--- src/rtl/core/bshe_pkg.sv ---
// Package: shared types, opcodes and hash constants for the byte stream hash engine.
`default_nettype none
package bshe_pkg;

  localparam logic [1:0] MODE_DJB2 = 2'd0;
  localparam logic [1:0] MODE_FNV  = 2'd1;
  localparam logic [1:0] MODE_MUR  = 2'd2;

  localparam logic [31:0] FNV_BASIS = 32'h811c9dc5;
  localparam logic [31:0] FNV_PRIME = 32'h01000193;
  localparam logic [31:0] MUR_C1    = 32'hcc9e2d51;
  localparam logic [31:0] MUR_C2    = 32'h1b873593;
  localparam logic [31:0] MUR_N     = 32'he6546b64;
  localparam logic [31:0] MUR_F1    = 32'h85ebca6b;
  localparam logic [31:0] MUR_F2    = 32'hc2b2ae35;

  localparam logic REG_MODE = 1'b0;
  localparam logic REG_SEED = 1'b1;

  typedef enum logic [3:0] {
    OP_NONE = 4'd0,
    OP_BYTE = 4'd1,
    OP_K1   = 4'd2,
    OP_K2   = 4'd3,
    OP_MIX  = 4'd4,
    OP_TXOR = 4'd5,
    OP_F0   = 4'd6,
    OP_F1   = 4'd7,
    OP_F2   = 4'd8,
    OP_OUT  = 4'd9
  } op_t;

  typedef struct packed {
    op_t op;
  } cmd_t;

  typedef struct packed {
    logic [1:0] mode;
    logic [1:0] lane;
  } stat_t;

endpackage
`default_nettype wire

--- src/rtl/core/bshe_ctrl.sv ---
// Controller: sequences byte steps, Murmur word mixing, finalization and output load.
`default_nettype none
module bshe_ctrl (
  input  wire                  clk,
  input  wire                  rst_n,
  input  wire                  in_tvalid,
  output logic                 in_tready,
  input  wire                  in_tlast,
  output logic                 out_tvalid,
  input  wire                  out_tready,
  input  wire bshe_pkg::stat_t stat,
  output bshe_pkg::cmd_t       cmd
);

  typedef enum logic [10:0] {
    S_IDLE = 11'b000_0000_0001,
    S_K1   = 11'b000_0000_0010,
    S_K2   = 11'b000_0000_0100,
    S_MIX  = 11'b000_0000_1000,
    S_T1   = 11'b000_0001_0000,
    S_T2   = 11'b000_0010_0000,
    S_TX   = 11'b000_0100_0000,
    S_F0   = 11'b000_1000_0000,
    S_F1   = 11'b001_0000_0000,
    S_F2   = 11'b010_0000_0000,
    S_OUT  = 11'b100_0000_0000
  } state_t;

  state_t state_r, state_nxt;
  logic   last_r, last_nxt;
  logic   ovalid_r, ovalid_nxt;
  logic   accept;
  logic   load;

  assign in_tready  = (state_r == S_IDLE);
  assign accept     = in_tvalid && in_tready;
  assign out_tvalid = ovalid_r;
  assign load       = (state_r == S_OUT) && (!ovalid_r || out_tready);

  always_comb begin
    state_nxt = state_r;
    last_nxt  = last_r;
    cmd.op    = bshe_pkg::OP_NONE;
    unique case (state_r)
      S_IDLE: begin
        if (accept) begin
          cmd.op   = bshe_pkg::OP_BYTE;
          last_nxt = in_tlast;
          if (stat.mode == bshe_pkg::MODE_MUR && stat.lane == 2'd3) begin
            state_nxt = S_K1;
          end else if (in_tlast) begin
            state_nxt = (stat.mode == bshe_pkg::MODE_MUR) ? S_T1 : S_OUT;
          end
        end
      end
      S_K1: begin
        cmd.op    = bshe_pkg::OP_K1;
        state_nxt = S_K2;
      end
      S_K2: begin
        cmd.op    = bshe_pkg::OP_K2;
        state_nxt = S_MIX;
      end
      S_MIX: begin
        cmd.op    = bshe_pkg::OP_MIX;
        state_nxt = last_r ? S_F0 : S_IDLE;
      end
      S_T1: begin
        cmd.op    = bshe_pkg::OP_K1;
        state_nxt = S_T2;
      end
      S_T2: begin
        cmd.op    = bshe_pkg::OP_K2;
        state_nxt = S_TX;
      end
      S_TX: begin
        cmd.op    = bshe_pkg::OP_TXOR;
        state_nxt = S_F0;
      end
      S_F0: begin
        cmd.op    = bshe_pkg::OP_F0;
        state_nxt = S_F1;
      end
      S_F1: begin
        cmd.op    = bshe_pkg::OP_F1;
        state_nxt = S_F2;
      end
      S_F2: begin
        cmd.op    = bshe_pkg::OP_F2;
        state_nxt = S_OUT;
      end
      S_OUT: begin
        if (load) begin
          cmd.op    = bshe_pkg::OP_OUT;
          state_nxt = S_IDLE;
        end
      end
      default: begin
        state_nxt = S_IDLE;
      end
    endcase
  end

  always_comb begin
    ovalid_nxt = ovalid_r;
    if (out_tready) begin
      ovalid_nxt = 1'b0;
    end
    if (load) begin
      ovalid_nxt = 1'b1;
    end
  end

  always_ff @(posedge clk) begin
    if (!rst_n) begin
      state_r  <= S_IDLE;
      last_r   <= 1'b0;
      ovalid_r <= 1'b0;
    end else begin
      state_r  <= state_nxt;
      last_r   <= last_nxt;
      ovalid_r <= ovalid_nxt;
    end
  end

endmodule
`default_nettype wire

--- src/rtl/core/bshe_datapath.sv ---
// Datapath: config registers, hash state, shared multiplier and output register.
`default_nettype none
module bshe_datapath (
  input  wire                  clk,
  input  wire                  rst_n,
  input  wire                  cfg_wr_en,
  input  wire                  cfg_index,
  input  wire  [31:0]          cfg_wdata,
  input  wire  [7:0]           data_byte,
  input  wire bshe_pkg::cmd_t  cmd,
  output bshe_pkg::stat_t      stat,
  output logic [31:0]          hash_value
);

  logic [1:0]  mode_r;
  logic [31:0] seed_r;
  logic        open_r, open_nxt;
  logic [1:0]  kmode_r, kmode_nxt;
  logic [31:0] acc_r, acc_nxt;
  logic [31:0] k_r, k_nxt;
  logic [31:0] gath_r, gath_nxt;
  logic [31:0] cnt_r, cnt_nxt;
  logic [31:0] out_r, out_nxt;

  logic [1:0]  mode_eff;
  logic [31:0] h_base;
  logic [31:0] cnt_base;
  logic [31:0] gath_base;
  logic [1:0]  lane;
  logic [31:0] mul_a, mul_b, mul_p;
  logic [31:0] krot, mix_x, mix_r, fin_x, f2_a;

  assign mode_eff  = open_r ? kmode_r : mode_r;
  assign h_base    = open_r ? acc_r :
                     ((mode_r == bshe_pkg::MODE_FNV) ? (seed_r ^ bshe_pkg::FNV_BASIS) : seed_r);
  assign cnt_base  = open_r ? cnt_r : 32'd0;
  assign gath_base = open_r ? gath_r : 32'd0;
  assign lane      = cnt_base[1:0];

  assign stat.mode = mode_eff;
  assign stat.lane = lane;

  assign krot  = {k_r[16:0], k_r[31:17]};
  assign mix_x = acc_r ^ k_r;
  assign mix_r = {mix_x[18:0], mix_x[31:19]};
  assign fin_x = acc_r ^ cnt_r;
  assign f2_a  = acc_r ^ {13'd0, acc_r[31:13]};

  always_comb begin
    mul_a = h_base ^ {24'd0, data_byte};
    mul_b = bshe_pkg::FNV_PRIME;
    case (cmd.op)
      bshe_pkg::OP_K1: begin
        mul_a = gath_r;
        mul_b = bshe_pkg::MUR_C1;
      end
      bshe_pkg::OP_K2: begin
        mul_a = krot;
        mul_b = bshe_pkg::MUR_C2;
      end
      bshe_pkg::OP_F1: begin
        mul_a = acc_r;
        mul_b = bshe_pkg::MUR_F1;
      end
      bshe_pkg::OP_F2: begin
        mul_a = f2_a;
        mul_b = bshe_pkg::MUR_F2;
      end
      default: begin
      end
    endcase
  end

  assign mul_p = mul_a * mul_b;

  always_comb begin
    open_nxt  = open_r;
    kmode_nxt = kmode_r;
    acc_nxt   = acc_r;
    k_nxt     = k_r;
    gath_nxt  = gath_r;
    cnt_nxt   = cnt_r;
    out_nxt   = out_r;
    unique case (cmd.op)
      bshe_pkg::OP_NONE: begin
      end
      bshe_pkg::OP_BYTE: begin
        open_nxt  = 1'b1;
        kmode_nxt = mode_eff;
        cnt_nxt   = cnt_base + 32'd1;
        gath_nxt  = gath_base | ({24'd0, data_byte} << {lane, 3'b000});
        case (mode_eff)
          bshe_pkg::MODE_FNV: acc_nxt = mul_p;
          bshe_pkg::MODE_MUR: acc_nxt = h_base;
          default:            acc_nxt = {h_base[26:0], 5'd0} + h_base + {24'd0, data_byte};
        endcase
      end
      bshe_pkg::OP_K1: begin
        k_nxt = mul_p;
      end
      bshe_pkg::OP_K2: begin
        k_nxt = mul_p;
      end
      bshe_pkg::OP_MIX: begin
        acc_nxt  = {mix_r[29:0], 2'b00} + mix_r + bshe_pkg::MUR_N;
        gath_nxt = 32'd0;
      end
      bshe_pkg::OP_TXOR: begin
        acc_nxt = acc_r ^ k_r;
      end
      bshe_pkg::OP_F0: begin
        acc_nxt = fin_x ^ {16'd0, fin_x[31:16]};
      end
      bshe_pkg::OP_F1: begin
        acc_nxt = mul_p;
      end
      bshe_pkg::OP_F2: begin
        acc_nxt = mul_p;
      end
      bshe_pkg::OP_OUT: begin
        open_nxt = 1'b0;
        out_nxt  = (kmode_r == bshe_pkg::MODE_MUR) ? (acc_r ^ {16'd0, acc_r[31:16]}) : acc_r;
      end
      default: begin
      end
    endcase
  end

  always_ff @(posedge clk) begin
    if (!rst_n) begin
      mode_r  <= bshe_pkg::MODE_DJB2;
      seed_r  <= 32'd0;
      open_r  <= 1'b0;
      kmode_r <= bshe_pkg::MODE_DJB2;
    end else begin
      open_r  <= open_nxt;
      kmode_r <= kmode_nxt;
      if (cfg_wr_en) begin
        unique case (cfg_index)
          bshe_pkg::REG_MODE: mode_r <= cfg_wdata[1:0];
          bshe_pkg::REG_SEED: seed_r <= cfg_wdata;
          default: begin
          end
        endcase
      end
    end
  end

  always_ff @(posedge clk) begin
    acc_r  <= acc_nxt;
    k_r    <= k_nxt;
    gath_r <= gath_nxt;
    cnt_r  <= cnt_nxt;
    out_r  <= out_nxt;
  end

  assign hash_value = out_r;

endmodule
`default_nettype wire

--- src/rtl/core/byte_stream_hash_engine.sv ---
// Top level: byte stream hash engine (djb2, FNV-1a 32, MurmurHash3 x86 32).
//
//  channel | dir | handshake         | payload
//  in_     | in  | tvalid/tready     | tdata[7:0] data_byte, tlast last_byte
//  out_    | out | tvalid/tready     | tdata[31:0] hash_value
//  cfg_    | in  | wr_en             | index 0 hash_mode, 1 hash_seed; wdata[31:0]
//
// djb2 and FNV bytes are taken back to back; a Murmur byte that completes a word is
// followed by three steps (through the shared 32x32 multiplier and the mix adder).
// After the last byte Murmur runs the tail scramble (if a word is partial) and fmix.
// Reset is synchronous, active low; the hash state needs no clearing pass.
// A result waits in the output register; a new key streams in meanwhile and
// stalls only when its own result is ready before the previous one is taken.
`default_nettype none
module byte_stream_hash_engine (
  input  wire         clk,
  input  wire         rst_n,
  input  wire         in_tvalid,
  output logic        in_tready,
  input  wire  [7:0]  in_tdata,   // [7:0] data_byte
  input  wire         in_tlast,
  output logic        out_tvalid,
  input  wire         out_tready,
  output logic [31:0] out_tdata,  // [31:0] hash_value
  input  wire         cfg_wr_en,
  input  wire         cfg_index,
  input  wire  [31:0] cfg_wdata
);

  bshe_pkg::cmd_t  cmd;
  bshe_pkg::stat_t stat;

  bshe_ctrl u_ctrl (
    .clk        (clk),
    .rst_n      (rst_n),
    .in_tvalid  (in_tvalid),
    .in_tready  (in_tready),
    .in_tlast   (in_tlast),
    .out_tvalid (out_tvalid),
    .out_tready (out_tready),
    .stat       (stat),
    .cmd        (cmd)
  );

  bshe_datapath u_datapath (
    .clk        (clk),
    .rst_n      (rst_n),
    .cfg_wr_en  (cfg_wr_en),
    .cfg_index  (cfg_index),
    .cfg_wdata  (cfg_wdata),
    .data_byte  (in_tdata),
    .cmd        (cmd),
    .stat       (stat),
    .hash_value (out_tdata)
  );

endmodule
`default_nettype wire
--- config.mk ---
export PLATFORM = sky130hd
export DESIGN_NAME = byte_stream_hash_engine
export DESIGN_NICKNAME = d
export VERILOG_FILES = /design/src/rtl/core/bshe_pkg.sv /design/src/rtl/core/bshe_ctrl.sv /design/src/rtl/core/bshe_datapath.sv /design/src/rtl/core/byte_stream_hash_engine.sv
export SDC_FILE = /design/constraint.sdc
export NUM_CORES = 2
export LEC_CHECK = 0
export CAP_MARGIN = 20
export CORE_MARGIN = 4
export CORE_UTILIZATION = 50
export DETAILED_ROUTE_END_ITERATION = 7
export DONT_BUFFER_PORTS = 1
export GPL_ROUTABILITY_DRIVEN = 1
export SYNTH_ARGS = -nofsm -noshare
export SYNTH_HDL_FRONTEND = slang
export SYNTH_SLANG_ARGS = --single-unit
export TNS_END_PERCENT = 10
--- constraint.sdc ---
create_clock -name clk -period 14.35 [get_ports clk]
set_input_delay 2.87 -clock clk [delete_from_list [all_inputs] [get_ports clk]]
set_output_delay 2.87 -clock clk [all_outputs]
set_load 0.01 [all_outputs]
==> key figures <==
Outcome
  – Outcome: finished clean

Detailed routing
  – Vias: 26.3k
  – DR WL/cell: 33.2 microns
  – Number of routed nets with antenna violations: 0
  – DRC Markers: 0
  – Post-Route WL: 137000 microns
  – TritonRoute pass-1 iters: 7
  – Initial drt markers: 3754
  – Post-DR vias/cell: 6.37

Worst setup path
  – Cell mode on critical path: inv_1
  – CP max FO: 8
  – Setup CP Type: register to register
  – Worst r2r path cells: 36
  – Critical path arrival: 11.73 ns
  – CP endpoint kind: register
  – Slowest-stage cell, CP: or4_1
  – Max incr delay on CP: 0.74 ns
  – Crit path required time: 14.67 ns
  – Critical path startpoint category: register

Floorplan
  – Placement Rows: 90
  – Initial core utilization: 50.4%
  – Chip Width: 254 microns
  – DIE HEIGHT: 254 microns
  – CORE AREA: 60200 sq um
  – Num ports: 81
  – Die Area: 64700 sq um

GRT
  – Largest net degree at the start of global routing: 62
  – Initial antenna violation count: 3
  – Total Routing Usage GR: 42.0%
  – Gr ovfl total: 0
  – Vias in the first global route: 26.0k
  – Global-route wire length before repair: 191000 microns

Timing
  – Fin crit share: 79.5%
  – Fin. Hold Viols: 0
  – Setup TNS: 0 ns
  – FMAX: 87.6 MHz
  – Final setup fails: 0
  – Min cycle time layout: 11.41 ns
  – Slew of the pin with the lowest slew margin: 1.22 ns
  – Fin. max-slew vios: 0
  – RSZ-0062 raised after global routing: false
  – Slew headroom: 18.0%
  – Fin Clk Skew: 0.0159 ns

Clock network
  – H-tree depth: 1
  – Skew-Pair Late Insertion Delay: 0.58 ns
  – Post-CTS Resized: 0
  – CTS tree: built
  – CTS Hold Buffers Added: 0
  – Clock slew at reported path FFs: 0.06 ns
  – Clock Tree Buf Depth: 3
  – Post-CTS setup buffer count: 0
  – Root buf cell: clkbuf_16
  – Total CTS buffers: 27
  – Clk sinks: 210

Synth
  – Synth Area per Inst: 9.10 sq um
  – Area contributors post-synth: fa_1 27%, edfxtp_1 16%, ha_1 10%
  – Largest area contributor in the netlist: fa_1
  – Distinct cells, synth: 74
  – Seq/Total Area, Yosys: 19.1%
  – Register bit count reported by yosys: 210
  – Async SR Flop Fraction: 0%
  – Post-synth top flop: edfxtp_1
  – Syn nets: 4036
  – Share of the synthesized area in the top cell type: 26.5%
  – Synth Warn #: 0
  – Post-Synthesis Cells: 3337
  – Mapped cell area: 30400 sq um
  – Number of synthesized flops with an enable pin: 160

Cells and area
  – Final nets: 4014
  – Area Overhead vs Synth: 7.06%
  – Share of layout cells above drive strength 1: 5.91%

Run
  – Max_cap viols: 0

Worst hold path
  – Hold depth: 2
  – Hold/Removal Path Class: register to register

Place
  – RePlAce Congestion: 1.06
  – Post-DP HPWL: 113000 microns
  – Input/output buffers: 0
sequential cells by signal (all words and copies together), names as in the netlist:
register and flops:
u_datapath.mode_r 2, u_ctrl.last_r 1, u_datapath.hash_value 32, u_datapath.k_r 32
u_datapath.acc_r 32, u_ctrl.state_r 11, u_datapath.cnt_r 32, u_datapath.seed_r 32
u_datapath.gath_r 32, u_datapath.kmode_r 2, u_datapath.open_r 1, u_ctrl.out_tvalid 1
placed cells by master, fill, tap and decap left out, types with 86 or more instances in the layout:
cell type  count
fa_1         402
nand2_1      331
ha_1         249
inv_1        568
xnor2_1      192
edfxtp_1     160
a21oi_1      182
xor2_1        86
nor2_1       254
buf_4         93
o21ai_0       94
worst max-delay path, delay by kind of cell (launching register included):
kind,cells,cell delay [ns]
compound gates,10,2.82
simple gates,8,3.18
fa+ha+maj,9,3.72
buf+inv,9,1.02
flops,1,0.37
cell families (layout without fill, tap and decap cells):
family	Yosys count	in the layout	synth area share, %
AO/OA/AOI/OAI	610	610	13.3
XOR/XNOR	281	281	8.22
adder cells (fa/ha/maj)	652	652	36.8
buffers and inverters	714	713	8.87
flip-flops	210	210	19.1
multiplexers	24	24	0.907
other	0	2	0
AND/OR/NAND/NOR	846	846	12.8
worst paths after layout:
kind	slack, ns	to	startpoint
worst max-delay path	2.94	u_datapath.acc_r[29]	u_ctrl.state_r[4]
worst min-delay path	0.47	u_datapath.seed_r[9]	u_datapath.seed_r[9]
worst max register to register	2.94	u_datapath.acc_r[29]	u_ctrl.state_r[4]
worst min register to register	0.47	u_datapath.seed_r[9]	u_datapath.seed_r[9]
per-stage QoR:
stage / hold slack (ns) / setup slack, ns / util, % / instance area (sq um) / std cells
floorplan: 0.424 / 4.54 / - / 30400 / 3337
detailed placement: 0.467 / 3.03 / 52.4 / 31600 / 4067
global placement: 0.459 / 3.11 / 52.3 / 31500 / 4063
CTS: 0.476 / 3.19 / 53.9 / 32500 / 4117
finish: 0.470 / 2.94 / 54.0 / 32500 / 4120
global route: 0.494 / 2.55 / 54.0 / 32500 / 4118
synthesized netlist by cell type (all sizes together) (15+ instances only):
cell type,number
inv,569
a211oi,16
ha,250
a21oi,185
edfxtp,160
and2,56
xor2,86
a221oi,50
nor2,256
mux2,18
fa,402
a22oi,31
clkbuf,128
or2,15
nand3,33
nor2b,27
buf,17
nand2b,34
nand4,18
dfxtp,50
a21o,30
a31oi,21
nand2,331
xnor2,193
a221o,15
o21ai,103
nor3,17
a21boi,47
o21a,23
metal layers:
| layer | track usage, % | share of wire, % |
|---|---|---|
| met5 | 0 | 0.039 |
| met4 | 26.3 | 8.5 |
| met3 | 12.2 | 13 |
| met2 | 62.5 | 42 |
| met1 | 54.3 | 37 |
final cells by class:
class                           count  area (sq um)
Antenna cell                        2          5.00
Sequential cell                   210          5810
Clock inverter                     19           229
Timing Repair Buffer               94           718
Tap cell                          782           978
Multi-Input combinational cell   2413         21900
Inverter                          569          2140
Fill cell                        5643         27700
Clock buffer                       31           691
Power is not shown: default switching activity piles up to over one toggle a cycle in this logic, so the estimate is an artifact.
